<file path="src/hdl/hashed_volume_block_extent_mapper_core_assert.svh">
// Assertion macros shared by the extent mapper modules.
// Needs nothing else; each module that checks itself includes this header.
`ifndef HASHED_VOLUME_BLOCK_EXTENT_MAPPER_CORE_ASSERT_SVH
`define HASHED_VOLUME_BLOCK_EXTENT_MAPPER_CORE_ASSERT_SVH

// Same-cycle implication, checked while out of reset.
`define HVBEM_ASSERT_IMPL(label, clk, rstn, ante, cons, msg) \
    label: assert property (@(posedge clk) disable iff (!rstn) (ante) |-> (cons)) \
        else $error(msg);

// Next-cycle implication, checked while out of reset.
`define HVBEM_ASSERT_NEXT(label, clk, rstn, ante, cons, msg) \
    label: assert property (@(posedge clk) disable iff (!rstn) (ante) |=> (cons)) \
        else $error(msg);

`endif

</file>
<file path="src/hdl/hvbem_pkg.sv">
// Shared types and constants for the hashed volume block extent mapper.
// Used by every module of the block; depends on nothing.
`default_nettype none

package hvbem_pkg;

    // Configuration register indexes.
    localparam logic [7:0] REG_START_DATA_BLOCK = 8'd0;
    localparam logic [7:0] REG_LAYOUT_MODE      = 8'd1;

    typedef enum logic [1:0] {
        LAYOUT_MULTI    = 2'd0,
        LAYOUT_SINGLE   = 2'd1,
        LAYOUT_ENHANCED = 2'd2,
        LAYOUT_OTHER    = 2'd3
    } layout_mode_t;

    // Volume geometry.
    localparam int          FRAG_BLOCKS   = 'h14388;
    localparam int          L0_BLOCKS     = 'h198;
    localparam logic [27:0] FRAG_BYTES    = 28'hA290000;
    localparam logic [27:0] HEADER_BYTES  = 28'hB000;
    localparam logic [27:0] WRAP_BASE     = 28'h2000;
    localparam logic [32:0] ENHANCED_SKIP = 33'h2;
    localparam logic [19:0] BLOCK_BYTES   = 20'h800;
    localparam logic [19:0] LENGTH_MAX    = 20'd835584;

    // Both divisors are multiples of eight, so the low three bits pass
    // straight through and the rest is divided by the odd factor.
    localparam int FRAG_DIV = FRAG_BLOCKS / 8;
    localparam int L0_DIV   = L0_BLOCKS / 8;

    // Rounded-up reciprocals; the shifts are large enough that the
    // quotient is exact over the whole input range.
    localparam int          Q_SHIFT  = 43;
    localparam logic [29:0] Q_RECIP  =
        30'(((64'd1 << Q_SHIFT) + 64'(FRAG_DIV) - 64'd1) / 64'(FRAG_DIV));
    localparam int          L0_SHIFT = 20;
    localparam logic [14:0] L0_RECIP =
        15'(((64'd1 << L0_SHIFT) + 64'(L0_DIV) - 64'd1) / 64'(L0_DIV));

    localparam int HVBEM_OUTQ_DEPTH = 4;

    // One mapped block.
    typedef struct packed {
        logic [15:0] frag;
        logic [27:0] addr;
        logic        below;
        logic        is_first;
        logic        is_final;
    } hvbem_map_t;

    // One extent result.
    typedef struct packed {
        logic [15:0] frag;
        logic [27:0] addr;
        logic [19:0] length;
        logic        file_done;
        logic        below;
    } hvbem_result_t;

    // Pushes from the run merge into the output queue.
    typedef struct packed {
        logic push0;
        logic push1;
    } hvbem_push_t;

endpackage

`default_nettype wire

</file>
<file path="src/hdl/hvbem_map.sv">
// Block-to-address translation pipeline with the configuration registers.
// Depends on hvbem_pkg.
`default_nettype none

module hvbem_map
    import hvbem_pkg::*;
(
    input  wire logic        aclk,
    input  wire logic        aresetn,
    input  wire logic        cfg_valid,
    input  wire logic [7:0]  cfg_index,
    input  wire logic [23:0] cfg_data,
    input  wire logic        adv,
    input  wire logic        in_valid,
    input  wire logic [31:0] block_number,
    input  wire logic        first_block,
    input  wire logic        final_block,
    output logic             out_valid,
    output hvbem_map_t       out_item
);

    logic [23:0]  start_reg;
    layout_mode_t mode_reg;

    logic        s1_valid_reg;
    logic [31:0] s1_blk_reg;
    logic        s1_first_reg, s1_final_reg;

    logic        s2_valid_reg;
    logic [32:0] s2_tb_reg;
    logic        s2_below_reg, s2_first_reg, s2_final_reg;

    logic        s3_valid_reg;
    logic [15:0] s3_q_reg;
    logic [29:0] s3_t3_reg;
    logic [2:0]  s3_low_reg;
    logic        s3_below_reg, s3_first_reg, s3_final_reg;

    logic        s4_valid_reg;
    logic [15:0] s4_fi_reg;
    logic [16:0] s4_fb_reg;
    logic        s4_below_reg, s4_first_reg, s4_final_reg;

    logic        s5_valid_reg;
    logic [15:0] s5_fi_reg;
    logic [16:0] s5_fb_reg;
    logic [7:0]  s5_l0_reg;
    logic        s5_below_reg, s5_first_reg, s5_final_reg;

    logic        s6_valid_reg;
    hvbem_map_t  s6_item_reg;

    // Configuration writes; indexes past the list are ignored.
    always_ff @(posedge aclk) begin
        if (!aresetn) begin
            start_reg <= '0;
            mode_reg  <= LAYOUT_MULTI;
        end else if (cfg_valid) begin
            if (cfg_index == REG_START_DATA_BLOCK) begin
                start_reg <= cfg_data;
            end else if (cfg_index == REG_LAYOUT_MODE) begin
                mode_reg <= layout_mode_t'(cfg_data[1:0]);
            end
        end
    end

    // Stage 1 comb: remove twice the start block, clamp at zero, add the skip in enhanced mode.
    logic [32:0] blk_ext, twice_start, tb_base, tb_next;
    logic        below_next;
    always_comb begin
        blk_ext     = {1'b0, s1_blk_reg};
        twice_start = {8'b0, start_reg, 1'b0};
        below_next  = blk_ext < twice_start;
        tb_base     = below_next ? 33'd0 : blk_ext - twice_start;
        tb_next     = (mode_reg == LAYOUT_ENHANCED) ? tb_base + ENHANCED_SKIP : tb_base;
    end

    // Stage 2 comb: fragment quotient by reciprocal multiplication.
    logic [29:0] t3;
    logic [59:0] q_prod;
    always_comb begin
        t3     = s2_tb_reg[32:3];
        q_prod = 60'(t3) * 60'(Q_RECIP);
    end

    // Stage 3 comb: remainder gives the block within the fragment.
    logic [29:0] q_times_div, rem;
    always_comb begin
        q_times_div = 30'(s3_q_reg) * 30'(FRAG_DIV);
        rem         = s3_t3_reg - q_times_div;
    end

    // Stage 4 comb: level-0 table count before this block.
    logic [28:0] l0_prod;
    always_comb begin
        l0_prod = 29'(s4_fb_reg[16:3]) * 29'(L0_RECIP);
    end

    // Stage 5 comb: byte address and fragment wrap. The level-1 term is
    // always one, since a fragment holds far fewer level-0 tables than one
    // level-1 table covers.
    logic [27:0] data_off, hash_off, hdr_off, addr_raw, addr_next;
    logic [15:0] fi_next;
    logic [8:0]  tables;
    always_comb begin
        tables   = 9'(s5_l0_reg) + 9'd2;
        data_off = {s5_fb_reg, 11'b0};
        hash_off = {7'b0, tables, 12'b0};
        hdr_off  = (mode_reg == LAYOUT_SINGLE) ? HEADER_BYTES : 28'd0;
        addr_raw = data_off + hash_off + hdr_off;
        if (addr_raw >= FRAG_BYTES) begin
            addr_next = addr_raw - FRAG_BYTES + WRAP_BASE;
            fi_next   = s5_fi_reg + 16'd1;
        end else begin
            addr_next = addr_raw;
            fi_next   = s5_fi_reg;
        end
    end

    // Stage valid bits; the whole pipeline moves together on adv.
    always_ff @(posedge aclk) begin
        if (!aresetn) begin
            s1_valid_reg <= 1'b0;
            s2_valid_reg <= 1'b0;
            s3_valid_reg <= 1'b0;
            s4_valid_reg <= 1'b0;
            s5_valid_reg <= 1'b0;
            s6_valid_reg <= 1'b0;
        end else if (adv) begin
            s1_valid_reg <= in_valid;
            s2_valid_reg <= s1_valid_reg;
            s3_valid_reg <= s2_valid_reg;
            s4_valid_reg <= s3_valid_reg;
            s5_valid_reg <= s4_valid_reg;
            s6_valid_reg <= s5_valid_reg;
        end
    end

    // Stage payloads.
    always_ff @(posedge aclk) begin
        if (adv) begin
            s1_blk_reg   <= block_number;
            s1_first_reg <= first_block;
            s1_final_reg <= final_block;

            s2_tb_reg    <= tb_next;
            s2_below_reg <= below_next;
            s2_first_reg <= s1_first_reg;
            s2_final_reg <= s1_final_reg;

            s3_q_reg     <= q_prod[Q_SHIFT +: 16];
            s3_t3_reg    <= t3;
            s3_low_reg   <= s2_tb_reg[2:0];
            s3_below_reg <= s2_below_reg;
            s3_first_reg <= s2_first_reg;
            s3_final_reg <= s2_final_reg;

            s4_fi_reg    <= s3_q_reg;
            s4_fb_reg    <= {rem[13:0], s3_low_reg};
            s4_below_reg <= s3_below_reg;
            s4_first_reg <= s3_first_reg;
            s4_final_reg <= s3_final_reg;

            s5_fi_reg    <= s4_fi_reg;
            s5_fb_reg    <= s4_fb_reg;
            s5_l0_reg    <= l0_prod[L0_SHIFT +: 8];
            s5_below_reg <= s4_below_reg;
            s5_first_reg <= s4_first_reg;
            s5_final_reg <= s4_final_reg;

            s6_item_reg.frag     <= fi_next;
            s6_item_reg.addr     <= addr_next;
            s6_item_reg.below    <= s5_below_reg;
            s6_item_reg.is_first <= s5_first_reg;
            s6_item_reg.is_final <= s5_final_reg;
        end
    end

    assign out_valid = s6_valid_reg;
    assign out_item  = s6_item_reg;

endmodule

`default_nettype wire

</file>
<file path="src/hdl/hvbem_merge.sv">
// Run merge: joins contiguous blocks into extents and emits closed extents.
// Depends on hvbem_pkg and the assertion macro header.
`default_nettype none

`include "hashed_volume_block_extent_mapper_core_assert.svh"

module hvbem_merge
    import hvbem_pkg::*;
(
    input  wire logic        aclk,
    input  wire logic        aresetn,
    input  wire logic        adv,
    input  wire logic        in_valid,
    input  wire hvbem_map_t  in_item,
    output hvbem_push_t      push,
    output hvbem_result_t    res0,
    output hvbem_result_t    res1
);

    logic        run_open_reg, run_open_next;
    logic [15:0] run_frag_reg, run_frag_next;
    logic [27:0] run_addr_reg, run_addr_next;
    logic [19:0] run_len_reg, run_len_next;
    logic [27:0] prev_addr_reg, prev_addr_next;
    logic        run_below_reg, run_below_next;

    logic        fire, open_eff, contig;
    logic [20:0] len_sum;

    // Next run state and the results this block causes.
    always_comb begin
        fire     = adv && in_valid;
        open_eff = run_open_reg && !in_item.is_first;
        contig   = open_eff && ({1'b0, in_item.addr} == {1'b0, prev_addr_reg} + 29'h800);
        len_sum  = {1'b0, run_len_reg} + {1'b0, BLOCK_BYTES};

        run_frag_next  = run_frag_reg;
        run_addr_next  = run_addr_reg;
        run_len_next   = run_len_reg;
        run_below_next = run_below_reg;
        prev_addr_next = in_item.addr;
        run_open_next  = 1'b1;

        if (contig) begin
            if (len_sum <= {1'b0, LENGTH_MAX}) begin
                run_len_next = len_sum[19:0];
            end
            run_below_next = run_below_reg | in_item.below;
        end else begin
            run_frag_next  = in_item.frag;
            run_addr_next  = in_item.addr;
            run_len_next   = BLOCK_BYTES;
            run_below_next = in_item.below;
        end
        if (in_item.is_final) begin
            run_open_next = 1'b0;
        end

        push.push0 = fire && open_eff && !contig;
        push.push1 = fire && in_item.is_final;

        res0.frag      = run_frag_reg;
        res0.addr      = run_addr_reg;
        res0.length    = run_len_reg;
        res0.file_done = 1'b0;
        res0.below     = run_below_reg;

        res1.frag      = run_frag_next;
        res1.addr      = run_addr_next;
        res1.length    = run_len_next;
        res1.file_done = 1'b1;
        res1.below     = run_below_next;
    end

    // Run state.
    always_ff @(posedge aclk) begin
        if (!aresetn) begin
            run_open_reg  <= 1'b0;
            run_frag_reg  <= '0;
            run_addr_reg  <= '0;
            run_len_reg   <= '0;
            prev_addr_reg <= '0;
            run_below_reg <= 1'b0;
        end else if (fire) begin
            run_open_reg  <= run_open_next;
            run_frag_reg  <= run_frag_next;
            run_addr_reg  <= run_addr_next;
            run_len_reg   <= run_len_next;
            prev_addr_reg <= prev_addr_next;
            run_below_reg <= run_below_next;
        end
    end

    // An open run always holds a whole number of blocks within the cap.
    `HVBEM_ASSERT_IMPL(a_run_len_range, aclk, aresetn, run_open_reg, (run_len_reg >= BLOCK_BYTES) && (run_len_reg <= LENGTH_MAX) && (run_len_reg[10:0] == 11'd0), "open run has a bad length")
    // The last block of a file always closes the run.
    `HVBEM_ASSERT_NEXT(a_final_closes, aclk, aresetn, fire && in_item.is_final, !run_open_reg, "run left open after final block")
    // Any other block leaves a run open.
    `HVBEM_ASSERT_NEXT(a_block_opens, aclk, aresetn, fire && !in_item.is_final, run_open_reg, "run closed without a final block")

endmodule

`default_nettype wire

</file>
<file path="src/hdl/hvbem_outq.sv">
// Output queue of extent results, taking up to two results per cycle.
// Depends on hvbem_pkg and the assertion macro header.
`default_nettype none

`include "hashed_volume_block_extent_mapper_core_assert.svh"

module hvbem_outq
    import hvbem_pkg::*;
#(
    parameter int DEPTH = HVBEM_OUTQ_DEPTH
) (
    input  wire logic          aclk,
    input  wire logic          aresetn,
    input  wire hvbem_push_t   push,
    input  wire hvbem_result_t res0,
    input  wire hvbem_result_t res1,
    output logic               space2,
    output logic               m_valid,
    input  wire logic          m_ready,
    output hvbem_result_t      m_item
);

    localparam int IDX_W = (DEPTH > 1) ? $clog2(DEPTH) : 1;
    localparam int CNT_W = $clog2(DEPTH + 1);

    hvbem_result_t       entry_reg [DEPTH];
    logic [IDX_W-1:0]    wr_ptr_reg, wr_ptr_next, wr_ptr_inc;
    logic [IDX_W-1:0]    rd_ptr_reg, rd_ptr_next;
    logic [CNT_W-1:0]    count_reg, count_next;
    logic                pop;
    hvbem_result_t       wr_first;

    function automatic logic [IDX_W-1:0] ptr_inc(input logic [IDX_W-1:0] p);
        logic [IDX_W-1:0] r;
        r = (p == IDX_W'(DEPTH - 1)) ? '0 : p + IDX_W'(1);
        return r;
    endfunction

    // Pointer and occupancy bookkeeping.
    always_comb begin
        pop        = m_valid && m_ready;
        wr_ptr_inc = ptr_inc(wr_ptr_reg);
        wr_first   = push.push0 ? res0 : res1;
        wr_ptr_next = wr_ptr_reg;
        if (push.push0 && push.push1) begin
            wr_ptr_next = ptr_inc(wr_ptr_inc);
        end else if (push.push0 || push.push1) begin
            wr_ptr_next = wr_ptr_inc;
        end
        rd_ptr_next = pop ? ptr_inc(rd_ptr_reg) : rd_ptr_reg;
        count_next  = count_reg + CNT_W'(push.push0) + CNT_W'(push.push1) - CNT_W'(pop);
    end

    always_ff @(posedge aclk) begin
        if (!aresetn) begin
            wr_ptr_reg <= '0;
            rd_ptr_reg <= '0;
            count_reg  <= '0;
        end else begin
            wr_ptr_reg <= wr_ptr_next;
            rd_ptr_reg <= rd_ptr_next;
            count_reg  <= count_next;
        end
    end

    // Entry writes: the earlier result goes first.
    always_ff @(posedge aclk) begin
        if (push.push0 || push.push1) begin
            entry_reg[wr_ptr_reg] <= wr_first;
        end
        if (push.push0 && push.push1) begin
            entry_reg[wr_ptr_inc] <= res1;
        end
    end

    assign space2  = count_reg <= CNT_W'(DEPTH - 2);
    assign m_valid = count_reg != '0;
    assign m_item  = entry_reg[rd_ptr_reg];

    // Occupancy never passes the depth.
    `HVBEM_ASSERT_IMPL(a_count_bound, aclk, aresetn, 1'b1, count_reg <= CNT_W'(DEPTH), "queue count past depth")
    // Results only arrive while two slots are free.
    `HVBEM_ASSERT_IMPL(a_push_room, aclk, aresetn, push.push0 || push.push1, space2, "push into a full queue")
    // An empty queue has its pointers together.
    `HVBEM_ASSERT_IMPL(a_empty_ptrs, aclk, aresetn, count_reg == '0, rd_ptr_reg == wr_ptr_reg, "pointers apart on empty queue")

endmodule

`default_nettype wire

</file>
<file path="src/hdl/hashed_volume_block_extent_mapper_core.sv">
// A block's results pass through the hvbem_map stages and the run merge into the queue.
// Throughput: one block per cycle while the output queue has room for two results.
// A block that closes two extents pushes two results into the output queue, and input
// stalls while the output queue holds more than OUTQ_DEPTH - 2 results.
// Reset (aresetn low, synchronous) clears the configuration, the open run and the queue.
// Top level: instantiates hvbem_map, hvbem_merge and hvbem_outq; uses hvbem_pkg.
`default_nettype none

module hashed_volume_block_extent_mapper_core
    import hvbem_pkg::*;
#(
    parameter int OUTQ_DEPTH = HVBEM_OUTQ_DEPTH
) (
    input  wire logic        aclk,
    input  wire logic        aresetn,

    input  wire logic        cfg_valid,
    output logic             cfg_ready,
    input  wire logic [7:0]  cfg_index,
    input  wire logic [23:0] cfg_data,

    input  wire logic        s_valid,
    output logic             s_ready,
    input  wire logic [31:0] s_block_number,
    input  wire logic        s_first_block,
    input  wire logic        s_final_block,

    output logic             m_valid,
    input  wire logic        m_ready,
    output logic [15:0]      m_fragment_index,
    output logic [27:0]      m_extent_address,
    output logic [19:0]      m_extent_length,
    output logic             m_file_done,
    output logic             m_below_start
);

    logic          adv;
    logic          map_valid;
    hvbem_map_t    map_item;
    hvbem_push_t   push;
    hvbem_result_t res0, res1, head;

    // The pipeline advances whenever the queue can take a worst-case pair.
    assign s_ready   = adv;
    assign cfg_ready = 1'b1;

    hvbem_map u_map (
        .aclk         (aclk),
        .aresetn      (aresetn),
        .cfg_valid    (cfg_valid),
        .cfg_index    (cfg_index),
        .cfg_data     (cfg_data),
        .adv          (adv),
        .in_valid     (s_valid),
        .block_number (s_block_number),
        .first_block  (s_first_block),
        .final_block  (s_final_block),
        .out_valid    (map_valid),
        .out_item     (map_item)
    );

    hvbem_merge u_merge (
        .aclk     (aclk),
        .aresetn  (aresetn),
        .adv      (adv),
        .in_valid (map_valid),
        .in_item  (map_item),
        .push     (push),
        .res0     (res0),
        .res1     (res1)
    );

    hvbem_outq #(
        .DEPTH (OUTQ_DEPTH)
    ) u_outq (
        .aclk    (aclk),
        .aresetn (aresetn),
        .push    (push),
        .res0    (res0),
        .res1    (res1),
        .space2  (adv),
        .m_valid (m_valid),
        .m_ready (m_ready),
        .m_item  (head)
    );

    // Result fields.
    assign m_fragment_index = head.frag;
    assign m_extent_address = head.addr;
    assign m_extent_length  = head.length;
    assign m_file_done      = head.file_done;
    assign m_below_start    = head.below;

endmodule

`default_nettype wire
</file>
<file path="config.mk">
export PLATFORM = sky130hd
export DESIGN_NAME = hashed_volume_block_extent_mapper_core
export DESIGN_NICKNAME = d
export VERILOG_FILES = /design/src/hdl/hvbem_pkg.sv /design/src/hdl/hvbem_map.sv /design/src/hdl/hvbem_merge.sv /design/src/hdl/hvbem_outq.sv /design/src/hdl/hashed_volume_block_extent_mapper_core.sv
export VERILOG_INCLUDE_DIRS = /design/src /design/src/hdl
export SDC_FILE = /design/constraint.sdc
export NUM_CORES = 2
export LEC_CHECK = 0
export BUFFER_PORTS_ARGS = -buffer_cell sky130_fd_sc_hd__buf_2
export CORE_UTILIZATION = 65
export DETAILED_ROUTE_END_ITERATION = 16
export PLACE_DENSITY_LB_ADDON = 0.08
export SLEW_MARGIN = 20
export SYNTH_ARGS = -nofsm -noshare
export SYNTH_HDL_FRONTEND = slang
export SYNTH_HIERARCHICAL = 1
export SYNTH_SLANG_ARGS = --single-unit
</file>
<file path="constraint.sdc">
create_clock -name aclk -period 14.7 [get_ports aclk]
set_input_delay 2.94 -clock aclk [delete_from_list [all_inputs] [get_ports aclk]]
set_output_delay 2.94 -clock aclk [all_outputs]
set_load 0.01 [all_outputs]
</file>
==> results_dict.tcl <==
set metrics [dict create \
    clkTransAtPathRegs_ps 60 \
    r2r_end "u_map/s3_q_reg[9]$_DFFE_PP_" \
    relSlewSlack_pct 27.6 \
    setup_viol 0 \
    portBuffers 138 \
    crit_path_end_kind "flop" \
    synth_seq_cells 621 \
    post-route-period-util_pct 54.3 \
    place_inst 5096 \
    outcome "completed" \
    cts_resized 0 \
    die_x_um 277 \
    viasPerCell 5.80 \
    synth_ff_type "edfxtp_1" \
    postCtsHoldBufs 0 \
    crit_family "adder cells" \
    postSynth.asyncResetShare_pct 0 \
    period_needed_ps 7990 \
    boundaryPins 140 \
    hold_violations 0 \
    largest_reg_flops 264 \
    grt_overflow_total 0 \
    vias 30282 \
    grt_max_degree 95 \
    worst_slew_pin_slew_ps 1090 \
    fp.dieH_um 277 \
    path_buf_inv 6 \
    area_delta_synth_final_pct 7.09 \
    hold_path_class "flop to flop" \
    grt_use_met3_pct 3.34 \
    drc 0 \
    drt_iter0_markers 1709 \
    clk_latency_ps 640 \
    cpMostUsedCell "fa_1" \
    max_stage_delay_ps 730 \
    fin_skew_ps 40.4 \
    wl_per_cell_um 20.3 \
    grtUsageMet2_pct 49.7 \
    drt_wl_total_um 106000 \
    first_global_vias 31332 \
    whs_path_depth 0 \
    yosys_warnings 6 \
    htree_levels 3 \
    syn_avg_cell_area_um2 12.0 \
    cts_buffer_depth 3 \
    postCtsSetupRepairBufs 0 \
    grt_pass1_wl_um 169000 \
    hpwl_um 78000 \
    max_freq_ghz 0.125 \
    worstHoldStart "u_map/s4_first_reg$_DFFE_PP_" \
    rsz0062_at_grt "no" \
    die_area_mm2 0.0768 \
    nets 5191 \
    start_util_pct 65.9 \
    yosysSeqAreaShare_pct 35.2 \
    post-place-ws_ps 6800 \
    final_cell_area_mm2 0.0527 \
    fin_tns_setup_ps 0 \
    max_cap_violations 0 \
    cp_data_arrival_time_ps 8370 \
    r2r_slack_ps 6710 \
    antenna_found_initial 2 \
    layout-drive-gt1-share_pct 16.8 \
    cts_buffers 69 \
    antenna_left 0 \
    cts_sinks 621 \
    grt_use_total_pct 28.2 \
    dpl_cell_area_mm2 0.0504 \
    grt_busiest_layer "met2" \
    slew_viol_final 0 \
    dr.pass1.iters 7 \
    synth.cell_area_mm2 0.0492 \
    antenna-diode-count 0 \
    grt_util_met1_pct 35.7 \
    num_rows 100 \
    final_cells 5225 \
    crit_slowest_cell "edfxtp_1" \
    gp_congestion 0.930 \
    core-area_mm2 0.0747 \
    synth-edff-count 486 \
    rr_startpoint "u_map/s2_tb_reg[4]$_DFFE_PP_" \
    syn_inst 4098 \
    hold_path_end "u_map/s5_first_reg$_DFFE_PP_" \
    fin_ws_ps 6710 \
    r2r_cells 25 \
    crit_fanout 11 \
    cts-root-buf "clkbuf_16" \
    startpoint_type "flop" \
    critPathRequiredTime_ps 15090 \
    yosysUniqueCellTypes 103 \
    cts_tree "built" \
    path_class "flop to flop" \
]
==> routing by layer <==
| metal | wire length, µm | share of wire [%] | up-vias |
|---|---|---|---|
| met5 | 24 | 0.023 | - |
| met4 | 4160 | 3.9 | 4 |
| met3 | 4250 | 4.0 | 206 |
| met2 | 52700 | 50 | 681 |
| met1 | 44900 | 42 | 14900 |
| li1 | - | - | 14491 |
==> synthesized netlist by cell type, types with 9 or more instances <==
cell	count	area, µm²
o211ai_1	15	113
and2_1	26	163
a211oi_1	23	173
a21o_1	38	285
nand4_1	48	300
mux2_4	161	2420
nand3_1	57	285
nor3_1	41	205
nor2_1	109	409
nor2b_1	53	332
o31ai_1	9	67.6
ha_1	607	7590
buf_4	32	240
mux2_2	152	1710
xnor2_1	109	955
a21oi_1	116	581
a31oi_1	10	62.6
o21a_1	16	120
o21ai_0	65	325
a21boi_0	9	67.6
edfxtp_1	486	14600
clkbuf_1	49	184
nand2_1	261	980
inv_1	613	2300
mux4_2	66	1490
buf_2	36	180
mux2i_1	84	841
dfxtp_1	135	2700
nand2b_1	13	81.3
fa_1	314	6290
or3_1	10	62.6
buf_12	16	320
nor4_1	19	119
xor2_1	66	578
o21ai_1	9	45.0
and3_1	39	244
==> worst reg2reg max path, stage by stage (launching register included) <==
cell and delay, ps:
edfxtp_1 730, ha_1 350, inv_1 90, fa_1 500
inv_1 50, fa_1 520, inv_1 60, fa_1 510
fa_1 530, fa_1 550, inv_1 50, fa_1 530
inv_1 50, fa_1 490, inv_1 40, ha_1 230
a21o_1 180, a21o_1 170, a2111oi_0 440, o211ai_1 230
a22oi_1 280, o21ai_0 170, nand3_1 190, a211oi_1 160
or3b_2 470, and3_1 180
==> cell usage in the layout, fill, tap and decap left out, types with 14 or more instances in the layout <==
cell       synthesis  final
a211oi_1          23     23
a21o_1            38     37
a21oi_1          116    116
and2_1            26     26
and3_1            39     39
buf_2             36    137
buf_4             32     28
clkbuf_1          49     15
clkbuf_16          0     69
clkinv_1           0     15
conb_1             4     14
dfxtp_1          135    133
edfxtp_1         486    486
fa_1             314    314
ha_1             607    607
inv_1            613    613
mux2_2           152    152
mux2_4           161    161
mux2i_1           84     84
mux4_2            66     66
nand2_1          261    261
nand3_1           57     57
nand4_1           48     48
nor2_1           109    106
nor2b_1           53     52
nor3_1            41     40
nor4_1            19     19
o211ai_1          15     15
o21a_1            16     16
o21ai_0           65     61
xnor2_1          109    109
xor2_1            66     66
==> cells by family after synthesis <==
family	Yosys count	share of synthesized area [%]
buffers and inverters	762	6.85
XOR/XNOR	177	3.18
AND/OR/NAND/NOR	741	7.73
other	4	0.0305
adder cells (fa/ha/maj)	921	28.2
multiplexers	463	13.1
flip-flops	621	35.2
AO/OA/AOI/OAI	409	5.71
==> how the worst max path moves through the flow <==
stage | start | end | slack, ps | depth (start not counted)
finish | u_map/s2_tb_reg[4]$_DFFE_PP_ | u_map/s3_q_reg[9]$_DFFE_PP_ | 6710 | 25
global route | u_map/s2_tb_reg[8]$_DFFE_PP_ | u_map/s3_q_reg[15]$_DFFE_PP_ | 6380 | 21
CTS | u_map/s2_tb_reg[4]$_DFFE_PP_ | u_map/s3_q_reg[9]$_DFFE_PP_ | 6790 | 25
detailed placement | u_map/s2_tb_reg[5]$_DFFE_PP_ | u_map/s3_q_reg[9]$_DFFE_PP_ | 6800 | 25
global placement | u_map/s2_tb_reg[5]$_DFFE_PP_ | u_map/s3_q_reg[9]$_DFFE_PP_ | 6850 | 25
floorplan | u_outq/count_reg[1]$_SDFF_PN0_ | u_outq/entry_reg[0][0]$_DFFE_PP_ | 3080 | 9
==> metrics by stage <==
step / utilization, % / hold WS, ps
6_report: 70.5 / 415
2_1_floorplan: - / 400
5_1_grt: 70.5 / 420
3_3_place_gp: 67.4 / 401
3_5_place_dp: 67.4 / 405
4_1_cts: 70.5 / 415
==> final cells by class <==
type | count | area (µm²)
clock inverter | 40 | 444
timing repair buffer | 168 | 938
multi-input combinational | 2725 | 28600
inverter | 614 | 2310
sequential | 621 | 17300
fill | 5387 | 22000
tap | 969 | 1210
clock buffer | 88 | 1840
Power is left out: the tool's default activity adds up to more than one toggle a clock period on the data nets, which glitch-free logic cannot reach.
